<file path="config.mk">
export PLATFORM = sky130hd
export DESIGN_NAME = ffha_ram
export DESIGN_NICKNAME = d
export VERILOG_FILES = /design/src/rtl/ffha_ram.sv
export SDC_FILE = /design/constraint.sdc
export NUM_CORES = 2
export LEC_CHECK = 0
export BUFFER_PORTS_ARGS = -buffer_cell sky130_fd_sc_hd__buf_2
export CORE_ASPECT_RATIO = 0.8
export CORE_MARGIN = 3
export CORE_UTILIZATION = 25
export DETAILED_ROUTE_END_ITERATION = 6
export SLEW_MARGIN = 5
export SYNTH_ARGS = -nofsm -noshare
export SYNTH_HDL_FRONTEND = slang
export SYNTH_SLANG_ARGS = --single-unit
</file>
<file path="constraint.sdc">
create_clock -name clk -period 2.4 [get_ports clk]
set_clock_uncertainty 0.15 [all_clocks]
set_input_delay 0.48 -clock clk [delete_from_list [all_inputs] [get_ports clk]]
set_output_delay 0.48 -clock clk [all_outputs]
set_load 0.01 [all_outputs]
</file>
<file path="src/rtl/ffha_ram.sv">
// ---------------------------------------------------------------------------
// ffha_ram
// generic simple dual-port ram, one write and one registered read port
// ---------------------------------------------------------------------------
module ffha_ram #(
	parameter int WIDTH = 8,
	parameter int DEPTH = 256
) (
	input  logic                     clk,
	input  logic                     we,
	input  logic [$clog2(DEPTH)-1:0] waddr,
	input  logic [WIDTH-1:0]         wdata,
	input  logic [$clog2(DEPTH)-1:0] raddr,
	output logic [WIDTH-1:0]         rdata
);

	logic [WIDTH-1:0] mem_q [DEPTH];
	logic [WIDTH-1:0] rd_q;

	always_ff @(posedge clk) begin
		if (we) begin
			mem_q[waddr] <= wdata;
		end
		rd_q <= mem_q[raddr];
	end

	assign rdata = rd_q;

endmodule

</file>
==> run metrics <==
internal power summed over all cells between 50 and 60 mW; Antenna Violating Nets Remaining 0; count of boundary I/O pins 34; Slew Limit Fails 0; fraction of registers with async set or reset after synthesis 0%; setup slack after layout -49.15 ps; class of the tightest hold or removal check input pin to flop; share of synthesized area occupied by flip-flops and latches between 70% and 80%; Max-Slew Margin vs Limit between 30 and 40%; initial DRC count roughly 6000; final layout net count ~4600; DR vias roughly 42000; via count of the first global-routing pass 41960; synth warn 0; full die area approximately 330000 um2; part of the total power dissipated in combinational logic under 10%; Critical Setup Path Class input pin to flop; setup-violating endpoint count in the final report 3; share of total power consumed by net switching 21.39%; peak supply drop just over 0.5 mV; nature of the critical path endpoint flop; Port Buf Inserts 33; outcome finished with violations; setup TNS after final layout -113.6 ps; total power consumption of the routed design 74.24 mW; Horiz. Die Dim ~640 um; final weighted congestion in routability-driven placement approximately 0.88; layout overhead on the synthesized area 22.82%; ranking of synthesized cells by area edfxtp_1 (77%), mux4_2 (13%), mux2i_1 (1.7%); ratio of final minimum period to clock period 102.0%; WL per Instance about 24 um; syn_nets between 3000 and 4000; post-detailed-route DRC marker count 0; Req. time, crit path a little under 3000 ps; Fillers 30180; relative contribution of the clock network to total power 40.5%; HPWL reported at the end of detailed placement 144900 um; leakage power around 31 nW; effective utilization at floorplan about a quarter; maximum number of pins on one net before global-route repair ~120; biggest area consumer among synthesized cells edfxtp_1; number of distinct standard cells referenced by the synthesized netlist 55; proportion of netlist area held by the largest area contributor between 70% and 80%; largest buffer count on any clock path 4; cell area after synthesis between 70000 and 80000 um2; clock buffers created by TritonCTS between 150 and 200; antenna violations before repair 24; final critical-path required period around 2400 ps; number of synthesized flops with an enable pin around 2000; wirelength, routed approximately 220000 um; most used standard cell by instance count after synthesis edfxtp_1; RSZ-0062 raised after global routing yes; Sw Pwr around 16 mW; Worst-Skew Late Latency approximately 860 ps; final core utilization a little under a third; first-pass GRT wire length approximately 310000 um; maximum net fanout on the critical path 29; data arrival time of the worst path between 3000 and 4000 ps; clock slew at the register clock pins of the worst setup and hold paths 60 ps; most instantiated flip-flop cell in the synthesis netlist edfxtp_1; drt first pass iters 5; Root Buffer clkbuf_16; Tot GR Track Use between 10% and 20%; fmax between 400 and 500 MHz; total non-filler cell area in the finished layout between 90000 and 100000 um2; Sink Count between 2000 and 2500; mean cell area of the mapped netlist around 21 um2; sort of element at the start of the critical path input pin; number of instances in the synthesized netlist ~3700; core footprint about 320000 um2; max-capacitance violation count 0; clock tree from TritonCTS done; Via density 4.701; sequential group share of total power ~53%; Post-synth top cells edfxtp_1 (2048), mux4_2 (454), nor2_1 (282); htree depth 4; number of endpoints with negative hold slack in the final report 0; total of flip-flops plus latches after synthesis between 2000 and 2500; power density relative to cell area about 760 nW/um2; total cell area at the placement stage 91220 um2; GRT Residual Overflow 0; failing checks negative setup slack; fraction of final layout cells with drive strength greater than 1 a little over a third; actual transition at the worst max-transition pin roughly 1000 ps; Die Span Y approximately 510 um; num rows approximately 180
[state kept, by name, indices dropped and copies added (netlist names)]
name	cells
mem_q	2048
rdata	8
[area by class of cell]
type	instances	area (um2)	area share, %
clock inverter	81	701.9	0.7184
clock buffer	269	5386	5.513
inverter	2	7.507	0.007683
multi-input combinational	1442	16860	17.26
tap	4185	5236	5.359
sequential	2056	61660	63.10
timing repair buffer	865	7838	8.021
antenna	9	22.52	0.02305
[logic make-up after synthesis]
kind of cell	after synthesis	synth area share, %
AOI/OAI and AO/OA	385	3.419
muxes	591	14.62
DFF	2056	77.50
buffers and inverters	235	1.831
and+or+nand+nor	466	2.628
[per-layer routing]
metal | global-route usage (%) | share of wire [%] | vias to the layer above
met4 | 3.388 | 2.3 | 2
met3 | 3.571 | 11 | 293
li1 | - | - | 17360
met1 | 19.02 | 43 | 22180
met5 | 0 | 0.0056 | -
met2 | 19.01 | 43 | 2053
[worst paths after layout]
path | start | endpoint | slack (ps) | cells after the start
max | raddr[1] | rdata[4] | -50 | 11
min reg2reg | mem_q[40][3] | rdata[3] | 920 | 7
max reg2reg | mem_q[136][0] | rdata[0] | -20 | 7
min | wdata[3] | mem_q[217][3] | 40 | 2
[power groups by stage]
stage | registers [mW] | clock network, mW | logic, mW
6_report | 39.6 | 30.1 | 4.52
3_3_place_gp | 40.4 | 0 | 4.37
5_1_grt | 39.6 | 32.1 | 4.77
3_5_place_dp | 40.4 | 0 | 4.42
4_1_cts | 39.7 | 30.7 | 4.49
2_1_floorplan | 40.4 | 0 | 1.98
[what timing repair did]
action | CTS | global route
endpoints found under the hold margin | 181 | 0
setup buffers | 0 | 0
setup endpoints to repair | 7 | 16
hold buffers | 7 | 0
pin swaps | 14 | 12
resized for setup | 33 | 32
[cell usage in the layout, fill, tap and decap left out, drive strengths merged, types with 47 or more instances in the layout]
cell,netlist,final
o221ai,47,47
mux2i,134,134
nor2,282,282
clkbuf,111,273
mux4,456,456
a21oi,96,96
a22oi,133,133
clkinv,1,63
buf,122,854
edfxtp,2048,2048
[worst max-delay path, stage by stage]
cell      delay, ps
buf_8           320
buf_12          200
buf_12          220
nand3b_1        220
buf_4           230
o22ai_1          90
o21ai_1         280
nand3_1         230
nor4_1          380
buf_4           220
nor4_1           50
[through the flow]
stage | worst slack [ps] | std cells | hold slack [ps]
global placement | -1159 | 8545 | 732.4
CTS | -33.03 | 8901 | 16.52
detailed placement | -1067 | 8545 | 738.4
finish | -49.15 | 8909 | 43.44
global route | -48.48 | 8901 | 37.61
floorplan | -48.83 | 3733 | 428.9
No activity file was read; power rests on OpenSTA's default activity.
