[config.mk]
export PLATFORM = sky130hd
export DESIGN_NAME = ffha_core
export DESIGN_NICKNAME = d
export VERILOG_FILES = /design/src/rtl/ffha_pkg.sv /design/src/rtl/ffha_core.sv
export SDC_FILE = /design/constraint.sdc
export NUM_CORES = 1
export LEC_CHECK = 0
export ABC_AREA = 1
export BUFFER_PORTS_ARGS = -buffer_cell sky130_fd_sc_hd__clkbuf_2
export CAP_MARGIN = 0
export CORE_ASPECT_RATIO = 1.4
export CORE_MARGIN = 1.5
export CORE_UTILIZATION = 39
export CTS_BUF_LIST = sky130_fd_sc_hd__clkbuf_4
export DETAILED_ROUTE_END_ITERATION = 16
export PLACE_DENSITY_LB_ADDON = 0.08
export SETUP_SLACK_MARGIN = 0.02
export SLEW_MARGIN = 15
export SYNTH_ARGS = -nofsm -noshare
export SYNTH_HDL_FRONTEND = slang
export SYNTH_SLANG_ARGS = --single-unit
[constraint.sdc]
create_clock -name clk -period 9 [get_ports clk]
set_clock_uncertainty 0.2 [all_clocks]
set_input_delay 0.45 -clock clk [delete_from_list [all_inputs] [get_ports clk]]
set_output_delay 0.45 -clock clk [all_outputs]
set_load 0.02 [all_outputs]
[src/rtl/ffha_pkg.sv]
// ---------------------------------------------------------------------------
// ffha_pkg
// shared types, constants and helpers of the first-fit heap allocator
// ---------------------------------------------------------------------------
package ffha_pkg;

	localparam int HEAP_UNITS = 4096;
	localparam int UNIT_W     = $clog2(HEAP_UNITS);
	localparam int UNIT_SHIFT = 2;
	localparam int HDR_UNITS  = 6;
	localparam int MIN_UNITS  = 3;
	localparam int LO_UNITS   = 16;
	localparam int CAP_UNITS  = HEAP_UNITS - 2 * HDR_UNITS;
	localparam int CMD_W      = 3;
	localparam int REQ_W      = 16;
	localparam int ADDR_W     = 14;
	localparam int BYTES_W    = 15;
	localparam int NSU_W      = 15;
	localparam int STAT_W     = 2;

	typedef logic [UNIT_W-1:0] ptr_t;
	typedef logic [UNIT_W:0]   ext_t;

	typedef enum logic [CMD_W-1:0] {
		CMD_INIT    = 3'd0,
		CMD_ALLOC   = 3'd1,
		CMD_FREE    = 3'd2,
		CMD_REALLOC = 3'd3,
		CMD_SIZE    = 3'd4
	} cmd_t;

	typedef enum logic [STAT_W-1:0] {
		ST_OK    = 2'd0,
		ST_NOMEM = 2'd1,
		ST_BAD   = 2'd2
	} status_t;

	typedef struct packed {
		logic [CMD_W-1:0]  cmd;
		logic [REQ_W-1:0]  request_bytes;
		logic [ADDR_W-1:0] block_addr;
	} req_t;

	typedef struct packed {
		logic [ADDR_W-1:0]  result_addr;
		logic [STAT_W-1:0]  status;
		logic [BYTES_W-1:0] block_bytes;
		logic [BYTES_W-1:0] copy_bytes;
		logic [BYTES_W-1:0] used_bytes;
		logic [BYTES_W-1:0] peak_bytes;
	} res_t;

	typedef struct packed {
		ptr_t raddr;
		logic nx_we;
		ptr_t nx_wa;
		ptr_t nx_wd;
		logic pv_we;
		ptr_t pv_wa;
		ptr_t pv_wd;
		logic us_we;
		ptr_t us_wa;
		logic us_wd;
	} mem_ctl_t;

	typedef struct packed {
		ptr_t nxt;
		ptr_t prv;
		logic used;
	} node_t;

	// usable units of the block with header h and next header n
	function automatic ptr_t blk_units(ptr_t h, ptr_t n);
		ext_t lim;
		lim = {1'b0, h} + ext_t'(HDR_UNITS);
		return ({1'b0, n} >= lim) ? ptr_t'(n - h - ptr_t'(HDR_UNITS)) : '0;
	endfunction

endpackage

[src/rtl/ffha_core.sv]
// ---------------------------------------------------------------------------
// ffha_core
// command sequencer: header walk, split, merge and counter updates
// ---------------------------------------------------------------------------
module ffha_core (
	input  logic                         clk,
	input  logic                         arst_n,
	input  logic [ffha_pkg::ADDR_W-1:0]  heap_bytes,
	input  logic                         req_valid,
	output logic                         req_ready,
	input  ffha_pkg::req_t               req,
	output logic                         res_valid,
	input  logic                         res_ready,
	output ffha_pkg::res_t               res,
	output ffha_pkg::mem_ctl_t           mem,
	input  ffha_pkg::node_t              rd
);
	import ffha_pkg::*;

	typedef enum logic [18:0] {
		S_IDLE  = 19'b0000000000000000001,
		S_DISP  = 19'b0000000000000000010,
		S_INIT0 = 19'b0000000000000000100,
		S_INIT1 = 19'b0000000000000001000,
		S_FRD   = 19'b0000000000000010000,
		S_FCHK  = 19'b0000000000000100000,
		S_TLOOP = 19'b0000000000001000000,
		S_TCHK  = 19'b0000000000010000000,
		S_TSPL  = 19'b0000000000100000000,
		S_TMARK = 19'b0000000001000000000,
		S_LRD   = 19'b0000000010000000000,
		S_LCHK  = 19'b0000000100000000000,
		S_RRD   = 19'b0000001000000000000,
		S_R1    = 19'b0000010000000000000,
		S_R2    = 19'b0000100000000000000,
		S_R3    = 19'b0001000000000000000,
		S_SHR0  = 19'b0010000000000000000,
		S_SHR1  = 19'b0100000000000000000,
		S_DONE  = 19'b1000000000000000000
	} state_t;

	state_t              state_q;
	logic [CMD_W-1:0]    cmd_q;
	logic [NSU_W-1:0]    nsu_q;
	logic [ADDR_W-1:0]   addr_q;
	ptr_t                p_q, h_q, hn_q, hp_q, n_q, t2_q, sz_q, su_q;
	ptr_t                lf_q, span_q, end_q;
	logic                split_q, ready_q;
	logic [BYTES_W-1:0]  used_q, peak_q;
	logic [ADDR_W-1:0]   raddr_q;
	logic [STAT_W-1:0]   stat_q;
	logic [BYTES_W-1:0]  bb_q, cb_q;

	logic [REQ_W:0]      nsum;
	logic [NSU_W-1:0]    nsu_w, su_take, re_lim;
	logic                take_ok, find_bad, move;
	ptr_t                hu, init_su, fsz, gap, p2_take, p2_shr, add_units, rel_sz, min_sz;
	logic                fits_hdr, fit, do_split, merge_n, merge_p;
	logic [BYTES_W-1:0]  used_add, used_rel, used_shr, dec_b, rel_b;

	assign nsum     = {1'b0, req.request_bytes} + (REQ_W+1)'(3);
	assign nsu_w    = nsum[REQ_W:UNIT_SHIFT];
	assign su_take  = (nsu_q < NSU_W'(MIN_UNITS)) ? NSU_W'(MIN_UNITS) : nsu_q;
	assign take_ok  = ready_q && (su_take <= NSU_W'(span_q));
	assign re_lim   = ready_q ? NSU_W'(span_q) : '0;
	assign find_bad = !ready_q || (addr_q == '0) || (addr_q[UNIT_SHIFT-1:0] != '0)
		|| (addr_q[ADDR_W-1:UNIT_SHIFT] < ptr_t'(HDR_UNITS));
	assign move     = (cmd_q == CMD_REALLOC) && (addr_q != '0);

	assign hu       = heap_bytes[ADDR_W-1:UNIT_SHIFT];
	assign init_su  = (hu < ptr_t'(LO_UNITS)) ? ptr_t'(LO_UNITS)
		: ((hu > ptr_t'(CAP_UNITS)) ? ptr_t'(CAP_UNITS) : hu);

	assign fsz      = blk_units(h_q, rd.nxt);
	assign fits_hdr = {1'b0, rd.nxt} >= ({1'b0, p_q} + ext_t'(HDR_UNITS));
	assign gap      = ptr_t'(rd.nxt - p_q - ptr_t'(HDR_UNITS));
	assign fit      = !rd.used && fits_hdr && (gap >= su_q);
	assign do_split = {1'b0, gap} >= ({1'b0, su_q} + ext_t'(HDR_UNITS + MIN_UNITS));
	assign p2_take  = p_q + ptr_t'(HDR_UNITS) + su_q;
	assign p2_shr   = h_q + ptr_t'(HDR_UNITS) + nsu_q[UNIT_W-1:0];
	assign add_units = do_split ? ptr_t'(su_q + ptr_t'(HDR_UNITS)) : ptr_t'(rd.nxt - p_q);
	assign used_add = used_q + BYTES_W'({add_units, 2'b00});
	assign min_sz   = (NSU_W'(sz_q) < nsu_q) ? sz_q : nsu_q[UNIT_W-1:0];

	assign rel_sz   = blk_units(h_q, rd.nxt) + ptr_t'(HDR_UNITS);
	assign rel_b    = BYTES_W'({rel_sz, 2'b00});
	assign used_rel = (used_q >= rel_b) ? used_q - rel_b : '0;
	assign dec_b    = BYTES_W'({ptr_t'(sz_q - nsu_q[UNIT_W-1:0]), 2'b00});
	assign used_shr = (used_q >= dec_b) ? used_q - dec_b : '0;

	assign merge_n  = (h_q != hn_q) && !rd.used && (hn_q != end_q);
	assign merge_p  = (hp_q != h_q) && !rd.used;

	always_ff @(posedge clk or negedge arst_n) begin
		if (!arst_n) begin
			state_q <= S_IDLE;
			ready_q <= 1'b0;
			lf_q    <= '0;
			used_q  <= '0;
			peak_q  <= '0;
			span_q  <= '0;
			end_q   <= '0;
		end else begin
			unique case (state_q)
				S_IDLE: begin
					if (req_valid) begin
						cmd_q   <= req.cmd;
						nsu_q   <= nsu_w;
						addr_q  <= req.block_addr;
						raddr_q <= '0;
						stat_q  <= ST_OK;
						bb_q    <= '0;
						cb_q    <= '0;
						state_q <= S_DISP;
					end
				end
				S_DISP: begin
					unique case (cmd_q)
						CMD_INIT: begin
							span_q  <= init_su;
							end_q   <= init_su + ptr_t'(HDR_UNITS);
							lf_q    <= '0;
							used_q  <= '0;
							peak_q  <= '0;
							ready_q <= 1'b1;
							bb_q    <= BYTES_W'({init_su, 2'b00});
							state_q <= S_INIT0;
						end
						CMD_ALLOC: begin
							if (nsu_q != '0 && take_ok) begin
								su_q    <= su_take[UNIT_W-1:0];
								p_q     <= lf_q;
								state_q <= S_TLOOP;
							end else begin
								stat_q  <= ST_NOMEM;
								state_q <= S_DONE;
							end
						end
						CMD_FREE, CMD_SIZE: begin
							if (cmd_q == CMD_FREE && addr_q == '0) begin
								state_q <= S_DONE;
							end else if (find_bad) begin
								stat_q  <= ST_BAD;
								state_q <= S_DONE;
							end else begin
								h_q     <= ptr_t'(addr_q[ADDR_W-1:UNIT_SHIFT] - ptr_t'(HDR_UNITS));
								p_q     <= '0;
								state_q <= S_FRD;
							end
						end
						CMD_REALLOC: begin
							if (nsu_q > re_lim || (nsu_q == '0 && addr_q == '0)) begin
								stat_q  <= ST_NOMEM;
								state_q <= S_DONE;
							end else if (addr_q == '0) begin
								if (take_ok) begin
									su_q    <= su_take[UNIT_W-1:0];
									p_q     <= lf_q;
									state_q <= S_TLOOP;
								end else begin
									stat_q  <= ST_NOMEM;
									state_q <= S_DONE;
								end
							end else if (find_bad) begin
								stat_q  <= ST_BAD;
								state_q <= S_DONE;
							end else begin
								h_q     <= ptr_t'(addr_q[ADDR_W-1:UNIT_SHIFT] - ptr_t'(HDR_UNITS));
								p_q     <= '0;
								state_q <= S_FRD;
							end
						end
						default: begin
							state_q <= S_DONE;
						end
					endcase
				end
				S_INIT0: begin
					state_q <= S_INIT1;
				end
				S_INIT1: begin
					state_q <= S_DONE;
				end
				S_FRD: begin
					state_q <= S_FCHK;
				end
				S_FCHK: begin
					if (p_q == h_q) begin
						if (!rd.used) begin
							stat_q  <= ST_BAD;
							state_q <= S_DONE;
						end else begin
							hn_q <= rd.nxt;
							sz_q <= fsz;
							if (cmd_q == CMD_SIZE) begin
								raddr_q <= addr_q;
								bb_q    <= BYTES_W'({fsz, 2'b00});
								state_q <= S_DONE;
							end else if (cmd_q == CMD_FREE || nsu_q == '0) begin
								state_q <= S_RRD;
							end else if (NSU_W'(fsz) == nsu_q) begin
								raddr_q <= addr_q;
								bb_q    <= BYTES_W'({fsz, 2'b00});
								state_q <= S_DONE;
							end else if (nsu_q + NSU_W'(HDR_UNITS + MIN_UNITS) < NSU_W'(fsz)) begin
								state_q <= S_SHR0;
							end else begin
								su_q    <= su_take[UNIT_W-1:0];
								p_q     <= lf_q;
								state_q <= S_TLOOP;
							end
						end
					end else if (rd.nxt <= p_q || rd.nxt == end_q) begin
						stat_q  <= ST_BAD;
						state_q <= S_DONE;
					end else begin
						p_q     <= rd.nxt;
						state_q <= S_FRD;
					end
				end
				S_TLOOP: begin
					if (p_q > ptr_t'(span_q - su_q)) begin
						stat_q  <= ST_NOMEM;
						state_q <= S_DONE;
					end else begin
						state_q <= S_TCHK;
					end
				end
				S_TCHK: begin
					if (fit) begin
						n_q     <= rd.nxt;
						split_q <= do_split;
						t2_q    <= p2_take;
						used_q  <= used_add;
						if (peak_q < used_add) begin
							peak_q <= used_add;
						end
						raddr_q <= ADDR_W'({ptr_t'(p_q + ptr_t'(HDR_UNITS)), 2'b00});
						bb_q    <= BYTES_W'({(do_split ? su_q : gap), 2'b00});
						if (move) begin
							cb_q <= BYTES_W'({min_sz, 2'b00});
						end
						state_q <= do_split ? S_TSPL : S_TMARK;
					end else if (rd.nxt <= p_q) begin
						stat_q  <= ST_NOMEM;
						state_q <= S_DONE;
					end else begin
						p_q     <= rd.nxt;
						state_q <= S_TLOOP;
					end
				end
				S_TSPL: begin
					state_q <= S_TMARK;
				end
				S_TMARK: begin
					if (p_q == lf_q) begin
						state_q <= S_LRD;
					end else begin
						state_q <= move ? S_RRD : S_DONE;
					end
				end
				S_LRD: begin
					state_q <= S_LCHK;
				end
				S_LCHK: begin
					if (rd.used && lf_q != end_q) begin
						lf_q    <= rd.nxt;
						state_q <= S_LRD;
					end else begin
						state_q <= move ? S_RRD : S_DONE;
					end
				end
				S_RRD: begin
					state_q <= S_R1;
				end
				S_R1: begin
					hn_q   <= rd.nxt;
					hp_q   <= rd.prv;
					used_q <= used_rel;
					if (h_q < lf_q) begin
						lf_q <= h_q;
					end
					state_q <= S_R2;
				end
				S_R2: begin
					if (merge_n) begin
						if (lf_q == hn_q) begin
							lf_q <= h_q;
						end
						hn_q <= rd.nxt;
					end
					state_q <= S_R3;
				end
				S_R3: begin
					if (merge_p && lf_q == h_q) begin
						lf_q <= hp_q;
					end
					state_q <= S_DONE;
				end
				S_SHR0: begin
					t2_q    <= p2_shr;
					used_q  <= used_shr;
					if (p2_shr < lf_q) begin
						lf_q <= p2_shr;
					end
					raddr_q <= addr_q;
					bb_q    <= BYTES_W'({nsu_q[UNIT_W-1:0], 2'b00});
					state_q <= S_SHR1;
				end
				S_SHR1: begin
					hp_q    <= h_q;
					h_q     <= t2_q;
					state_q <= S_R2;
				end
				S_DONE: begin
					if (res_ready) begin
						state_q <= S_IDLE;
					end
				end
				default: begin
					state_q <= S_IDLE;
				end
			endcase
		end
	end

	always_comb begin
		mem       = '0;
		mem.raddr = p_q;
		unique case (state_q)
			S_INIT0: begin
				mem.nx_we = 1'b1; mem.nx_wa = '0; mem.nx_wd = end_q;
				mem.pv_we = 1'b1; mem.pv_wa = '0; mem.pv_wd = '0;
				mem.us_we = 1'b1; mem.us_wa = '0; mem.us_wd = 1'b0;
			end
			S_INIT1: begin
				mem.nx_we = 1'b1; mem.nx_wa = end_q; mem.nx_wd = end_q;
				mem.pv_we = 1'b1; mem.pv_wa = end_q; mem.pv_wd = end_q;
				mem.us_we = 1'b1; mem.us_wa = end_q; mem.us_wd = 1'b1;
			end
			S_TSPL: begin
				mem.nx_we = 1'b1; mem.nx_wa = t2_q; mem.nx_wd = n_q;
				mem.pv_we = 1'b1; mem.pv_wa = t2_q; mem.pv_wd = p_q;
				mem.us_we = 1'b1; mem.us_wa = t2_q; mem.us_wd = 1'b0;
			end
			S_TMARK: begin
				mem.us_we = 1'b1; mem.us_wa = p_q; mem.us_wd = 1'b1;
				mem.nx_we = split_q; mem.nx_wa = p_q; mem.nx_wd = t2_q;
				mem.pv_we = split_q && (n_q != end_q); mem.pv_wa = n_q; mem.pv_wd = t2_q;
			end
			S_LRD: begin
				mem.raddr = lf_q;
			end
			S_RRD: begin
				mem.raddr = h_q;
			end
			S_R1: begin
				mem.us_we = 1'b1; mem.us_wa = h_q; mem.us_wd = 1'b0;
				mem.raddr = rd.nxt;
			end
			S_R2: begin
				mem.nx_we = merge_n; mem.nx_wa = h_q; mem.nx_wd = rd.nxt;
				mem.pv_we = merge_n; mem.pv_wa = rd.nxt; mem.pv_wd = h_q;
				mem.raddr = hp_q;
			end
			S_R3: begin
				mem.nx_we = merge_p; mem.nx_wa = hp_q; mem.nx_wd = hn_q;
				mem.pv_we = merge_p; mem.pv_wa = hn_q; mem.pv_wd = hp_q;
			end
			S_SHR0: begin
				mem.nx_we = 1'b1; mem.nx_wa = p2_shr; mem.nx_wd = hn_q;
				mem.pv_we = 1'b1; mem.pv_wa = p2_shr; mem.pv_wd = h_q;
				mem.us_we = 1'b1; mem.us_wa = p2_shr; mem.us_wd = 1'b0;
			end
			S_SHR1: begin
				mem.nx_we = 1'b1; mem.nx_wa = h_q; mem.nx_wd = t2_q;
				mem.pv_we = (hn_q != end_q); mem.pv_wa = hn_q; mem.pv_wd = t2_q;
				mem.raddr = hn_q;
			end
			default: begin
				mem.raddr = p_q;
			end
		endcase
	end

	assign req_ready       = (state_q == S_IDLE);
	assign res_valid       = (state_q == S_DONE);
	assign res.result_addr = raddr_q;
	assign res.status      = stat_q;
	assign res.block_bytes = bb_q;
	assign res.copy_bytes  = cb_q;
	assign res.used_bytes  = used_q;
	assign res.peak_bytes  = peak_q;

endmodule

==> metrics.md, run 1 <==
| Metric | Value |
|---|---|
| Status | finished clean |
| Internal | 0.00290 W |
| Iter 0 DRT Violations | 2569 |
| Worst-Margin Slew | 1.20 ns |
| Global-route wire length before repair | around 190000 um |
| Critical path peak fanout | 18 |
| GP Congestion | 1.05 |
| Seq pwr share | 30.8% |
| Part of the cycle the worst path needs | between 80% and 90% |
| Routed Wire Length | roughly 130000 um |
| Fraction of registers with async set/reset | approximately 32% |
| Hold path endpoint | cmd_q[0] |
| Sequential share of the synthesized area | 28.1% |
| YS warnings | 0 |
| TritonCTS Buffers | 78 |
| 1st-pass router iterations | 6 |
| GRT Total Usage | 39.6% |
| Initial core utilization | 39.4% |
| Crit Path Category | register to register |
| Reg2Reg Depth | 37 |
| Clk sinks | between 200 and 300 |
| DP HPWL | between 100000 and 150000 um |
| Die H | around 300 um |
| Vias in the first global route | between 20000 and 30000 |
| IO buf count | around 220 |
| Leak | 14.0 nW |
| Max Fclk | approximately 120 MHz |
| Latest clock arrival within the worst-skew pair | 0.93 ns |
| Remaining Overflow, GRT | 0 |
| Hold path depth | 2 |
| Setup TNS | 0 ns |
| Power Total | 0.00536 W |
| Largest net degree at the start of global routing | 56 |
| Vias/cell | 5.95 |
| Endpoints failing setup | 0 |
| R2r endpoint | peak_q[5] |
| Number of enable flip-flop cells after synthesis | 169 |
| Area Growth Syn to Fin | 15.8% |
| Critical R2R Launch | p_q[0] |
| Fin nets | 4042 |
| CP Data Required Time | 9.60 ns |
| Combinational share of power | 44.6% |
| Wire per inst | 28.9 um |
| Die area | 0.0664 mm^2 |
| Hold path start | req[30] |
| Clock power frac | 24.6% |
| Main synth FF type | edfxtp_1 |
| H-tree depth | 3 |
| Ports | 230 |
| Setup bufs post-CTS | 0 |
| Die width | 218 um |
| CTS Buffer Depth | 3 |
| Fin. Hold Viols | 0 |
| Most common cell in the netlist | nand2_1 |
| CP dominant cell by count | nand2_1 |
| Yosys top cell by area | edfxtp_1 |
| Max_slew headroom | between 10% and 20% |
| Cell Rows | 110 |
| Register bit total from synthesis | 250 |
| CTS tree | done |
| Core Region | 0.0641 mm^2 |
| CTS clk-pin slew, worst paths | around 0.070 ns |
| Sw Pwr | around 0.0025 W |
| Reg2Reg Setup Slack | 0.96 ns |
| Synth cell types | 68 |
| Share of layout cells above drive strength 1 | 13.7% |
| Sw Share | 45.9% |
| Setup crit end kind | register |
| RSZ-0062 raised after global routing | no |
| Root Buffer | clkbuf_4 |
| Initial antenna violation count | 6 |
| Avg Cell Area, Syn | around 7.5 um^2 |
| Final ANT Viol Nets | 0 |
| Max-Cap Viols | 0 |
| Top post-synthesis cells by area | edfxtp_1 20%, ha_1 13%, nand2_1 9.9% |
| Synth Instances | 3382 |
| Share of the synthesized area in the top cell type | 20.1% |
| Worst endpoint data arrival time | 8.64 ns |
| Number of remaining DRC errors | 0 |
| Fillcell total | between 6000 and 7000 |
| Critical Path Max Stage Delay | a little over 0.5 ns |
| Max Slew Vio Count | 0 |
| Synthesized cell area | 0.0253 mm^2 |
| Hold crit path type | input port to register |
| CP Launch Type | register |
| Pwr per Cell Area | 183 mW/mm^2 |
| Synth top cells by count | 664 x nand2_1, 438 x inv_1, 268 x ha_1 |
| Tmin final | 8.04 ns |
| Slowest CP cell | xor2_1 |
| Worst vdd ir | 0.000137 V |
| Via Count | roughly 27000 |
flip-flops by register name (all words and copies together), names as in the netlist:
name / cells
hn_q: 12
n_q: 12
stat_q: 2
p_q: 12
sz_q: 12
su_q: 12
ready_q: 1
cmd_q: 3
bb_q: 12
addr_q: 14
nsu_q: 15
raddr_q: 14
used_q: 13
span_q: 12
peak_q: 13
cb_q: 12
t2_q: 12
h_q: 12
split_q: 1
hp_q: 12
end_q: 11
lf_q: 12
state_q: 19
power by group through the flow:
stage | combinational, W | clock [W] | sequential [W]
after floorplan | 0.00155 | 0 | 0.00156
after global placement | 0.00225 | 0 | 0.00166
after detailed placement | 0.00229 | 0 | 0.00166
after CTS | 0.00235 | 0.00134 | 0.00164
after global routing | 0.00263 | 0.00140 | 0.00166
final | 0.00239 | 0.00132 | 0.00165
kinds of logic after synthesis:
logic type               count (synthesis)  synth area share [%]
multiplexers                             1                0.0396
flip-flops                             250                  28.1
adder cells (fa/ha/maj)                277                  14.0
other                                    1                0.0148
buffers and inverters                  618                  9.79
XOR/XNOR                               222                  7.69
AO/OA/AOI/OAI                          704                  17.1
AND/OR/NAND/NOR                       1309                  23.3
routing by layer:
layer / global-route usage, % / vias up / wire [um]
li1: - / 12300 / -
met1: 42.1 / 13000 / 46400
met2: 64.9 / 1502 / 61600
met3: 7.83 / 510 / 9570
met4: 38.1 / 6 / 15200
met5: 0 / - / 37
worst max-delay path by stage:
stage,slack [ns],endpoint,cells after the start,start
2_1_floorplan,2.33,peak_q[13],41,rd[13]
3_3_place_gp,0.63,peak_q[6],39,rd[13]
3_5_place_dp,0.49,peak_q[7],37,rd[13]
4_1_cts,0.82,peak_q[7],36,p_q[0]
5_1_grt,0.11,peak_q[2],39,p_q[4]
6_report,0.96,peak_q[5],37,p_q[0]
cell usage in the layout (no fill, tap or decap), types with 82 or more instances in the layout:
master,netlist,final
a21oi_1,230,230
o21ai_0,163,161
nand2_1,664,664
nor2_1,211,210
clkbuf_2,2,216
dlygate4sd3_1,0,86
nand3_1,183,183
inv_1,438,437
ha_1,268,268
xor2_1,175,174
o22ai_1,82,82
clkbuf_4,0,108
edfxtp_1,169,169
critical path, delay by kind of cell, from the launching register on:
family | cells | cell delay (ns)
AOI/OAI and AO/OA | 14 | 2.80
adders and majority gates | 6 | 1.97
and+or+nand+nor | 11 | 1.65
xor gates and xnor gates | 1 | 0.51
buffers and inverters | 5 | 0.44
DFF | 1 | 0.38
per-stage QoR:
| stage | area (um^2) | utilization (%) | setup WS (ns) | hold slack [ns] | std cells |
|---|---|---|---|---|---|
| floorplan | 25300 | - | 2.33 | -0.0456 | 3391 |
| global placement | 27300 | 42.5 | 0.629 | 0.270 | 4362 |
| detailed placement | 27300 | 42.5 | 0.488 | 0.274 | 4362 |
| CTS | 29200 | 45.6 | 0.823 | 0.00345 | 4591 |
| global route | 29300 | 45.6 | 0.114 | 0.0120 | 4593 |
| finish | 29300 | 45.6 | 0.955 | 0.0541 | 4593 |
layout make-up:
class                   count  area [um^2]  share of cell area, %
diodes                      2         5.00                 0.0171
clock buffers             108          811                   2.77
clock inverters            34          280                  0.958
inverters                 462         1740                   5.94
multi-input cells        2523        15800                   53.9
flip-flops and latches    250         7100                   24.3
well taps                 840         1050                   3.59
repair buffers            374         2490                   8.53
what timing repair did:
item | 4_1_cts | 5_1_grt
hold buffers | 87 | 0
gates resized for setup | 0 | 3
setup endpoints to repair | 0 | 13
endpoints found under the hold margin | 138 | 0
(Power assumes the default switching activity.)
==> run 2: changes to the inputs <==
- CORE_ASPECT_RATIO: 1.4 -> 1.1
- CTS_CLUSTER_SIZE: default -> 16
- GPL_TIMING_DRIVEN: default -> 0
==> run 2 against run 1 <==
  * Sequential share of layout area fell by 0.38 points
  * Critical endpoint is now peak_q[4]
  * Hold slack got worse by 0.012 ns
  * Largest power group unchanged
  * Maximum frequency shrank 2.5%
  * Register-to-register slack worse by 0.21 ns
  * Highest routed layer is now met4
  * Die area about the same
==> metrics.md, run 2 (synthesis gave the netlist of run 1 again) <==
| Metric | Value |
|---|---|
| Status | finished clean (unchanged) |
| Number of remaining DRC errors | 0 (unchanged) |
| Fin cells | 4706 (was 4593) |
| Endpoints failing setup | 0 (unchanged) |
| Final ANT Viol Nets | 0 (unchanged) |
| Fin. Hold Viols | 0 (unchanged) |
| Total placed cells including tap cells | 4462 (was 4362) |
| Area Growth Syn to Fin | 17.7% (was 15.8%) |
| GRT Total Usage | 37.6% (was 39.6%) |
| Max Fclk | 121 MHz (was 124 MHz) |
| Die H | 270 um (was 304 um) |
| CTS clk-pin slew, worst paths | 0.08 ns (was 0.07 ns) |
| Routed Wire Length | 127000 um (was 133000 um) |
| Worst vdd ir | 0.0000979 V (was 0.000137 V) |
| Combinational share of power | 47.0% (was 44.6%) |
| Global-route wire length before repair | 178000 um (was 188000 um) |
| Max_slew headroom | 13.7% (was 20.0%) |
| H-tree depth | 3 (unchanged) |
| DP Area | 0.0277 mm^2 (was 0.0273 mm^2) |
| Share of layout cells above drive strength 1 | 14.5% (was 13.7%) |
| Leak | 14.2 nW (was 14.0 nW) |
| Worst-Margin Slew | 1.28 ns (was 1.20 ns) |
| Reg with most FFs | state_q (unchanged) |
| Root Buffer | clkbuf_4 (unchanged) |
| RSZ-0062 raised after global routing | no (unchanged) |
| Number of flip-flops in the largest register | 19 (unchanged) |
| Largest net degree at the start of global routing | 85 (was 56) |
| Sw Pwr | 0.00245 W (was 0.00246 W) |
| Iter 0 DRT Violations | 2598 (was 2569) |
| Tmin final | 8.25 ns (was 8.04 ns) |
| Fin worst setup slack | 0.745 ns (was 0.955 ns) |
| Seq pwr share | 29.3% (was 30.8%) |
| Crit Path Category | register to register (unchanged) |
| Hold Slack | 0.0418 ns (was 0.0541 ns) |
| Hold crit path type | input port to register (unchanged) |
| 1st-pass router iterations | 6 (unchanged) |
| CP Data Required Time | 9.53 ns (was 9.60 ns) |
| Most frequent cells in the layout | 664 x nand2_1, 435 x inv_1, 268 x ha_1 (was 664 x nand2_1, 437 x inv_1, 268 x ha_1) |
| Die area | 0.0663 mm^2 (was 0.0664 mm^2) |
| Vias in the first global route | 25900 (was 27000) |
| Via Count | 27300 (about the same) |
| Die width | 246 um (was 218 um) |
| Max Slew Vio Count | 0 (unchanged) |
| Post-route cell area | 0.0297 mm^2 (was 0.0293 mm^2) |
| Ports | 230 (unchanged) |
| Internal | 0.00287 W (was 0.00290 W) |
| Wire per inst | 27.0 um (was 28.9 um) |
| Remaining Overflow, GRT | 0 (unchanged) |
| TritonCTS Buffers | 81 (was 78) |
| Most common cell after layout, fill and taps aside | nand2_1 (unchanged) |
| Critical Path Max Stage Delay | 0.66 ns (was 0.51 ns) |
| Initial core utilization | 39.6% (was 39.4%) |
| Initial antenna violation count | 3 (was 6) |
| Pwr per Cell Area | 179 mW/mm^2 (was 183 mW/mm^2) |
| Slowest CP cell | o21ai_0 (was xor2_1) |
| Latest clock arrival within the worst-skew pair | 0.88 ns (was 0.93 ns) |
| Core Region | 0.0638 mm^2 (was 0.0641 mm^2) |
| Largest regs | state_q: 19 flops, nsu_q: 15 flops (unchanged) |
| Clk sinks | 250 (unchanged) |
| Max-Cap Viols | 0 (unchanged) |
| Cell Rows | 97 (was 110) |
| CTS tree | done (unchanged) |
| CP dominant cell by count | inv_1 (was nand2_1) |
| Worst endpoint data arrival time | 8.78 ns (was 8.64 ns) |
| DP HPWL | 102000 um (was 104000 um) |
| IO buf count | 217 (unchanged) |
| GP Congestion | 1.05 (about the same) |
| Part of the cycle the worst path needs | 91.7% (was 89.4%) |
| Critical path peak fanout | 10 (was 18) |
| Sw Share | 46.0% (was 45.9%) |
| CTS Buffer Depth | 3 (unchanged) |
| Vias/cell | 5.80 (was 5.95) |
| Clock power frac | 23.7% (was 24.6%) |
| Fin nets | 4154 (was 4042) |
| Setup crit end kind | register (unchanged) |
| CP Launch Type | register (unchanged) |
| DP Worst Slack | -0.0881 ns (was 0.488 ns) |
run 2: path summary, 6_finish.rpt:
kind,slack [ns],start,depth (start not counted),to
setup / recovery,0.75,p_q[7],36,peak_q[4]
hold / removal,0.04,rd[19],1,n_q[6]
setup reg to reg,0.75,p_q[7],36,peak_q[4]
hold reg to reg,0.32,peak_q[5],2,peak_q[5]
max in group asynchronous,7.54,arst_n,4,lf_q[10]
min in group asynchronous,0.61,arst_n,4,used_q[6]
run 2: area by class of cell:
type                    instances  area, um^2
plain buffers                 156         748
clock inverters                29         185
inverters                     462        1750
well taps                     841        1050
clock buffers                 115         863
diodes                          3        7.51
fillers                      6802       34100
flip-flops and latches        250        7100
multi-input cells            2523       15800
repair buffers                327        2190
run 2: per-stage QoR:
step | power (W) | setup TNS [ns] | utilization, %
floorplan | 0.00311 | 0 | -
global placement | 0.00395 | -0.395 | 43.0
detailed placement | 0.00397 | -0.671 | 43.3
CTS | 0.00528 | 0 | 46.4
global route | 0.00564 | 0 | 46.6
finish | 0.00532 | 0 | 46.6
run 2: worst max-delay path, delay by kind of cell, from the launching register on:
| family | cells | cell delay (ns) |
|---|---|---|
| flops | 1 | 0.36 |
| buf+inv | 7 | 1.23 |
| compound gates | 14 | 2.77 |
| xor+xnor | 1 | 0.54 |
| simple gates | 10 | 1.50 |
| fa+ha+maj | 4 | 1.48 |
run 2: power by group through the flow:
stage	Combinational (W)	Clock, W	Sequential [W]
floorplan	0.00155	0	0.00156
global placement	0.00236	0	0.00159
detailed placement	0.00239	0	0.00158
CTS	0.00244	0.00128	0.00156
global route	0.00274	0.00133	0.00156
finish	0.00250	0.00126	0.00156
run 2: what timing repair did:
item,CTS,global route
hold buffers,86,0
buffers inserted,2,9
pin swaps,0,3
resized for setup,1,20
endpoints found under the hold margin,176,0
setup endpoints to repair,10,13
run 2: metal layers:
layer / routed length [um] / global-route usage (%) / up-vias
met1: 48600 / 45.1 / 12900
li1: - / - / 12600
met4: 11000 / 28.5 / 0
met2: 56700 / 59.5 / 1487
met3: 10900 / 6.72 / 386
met5: 0 / 0 / -
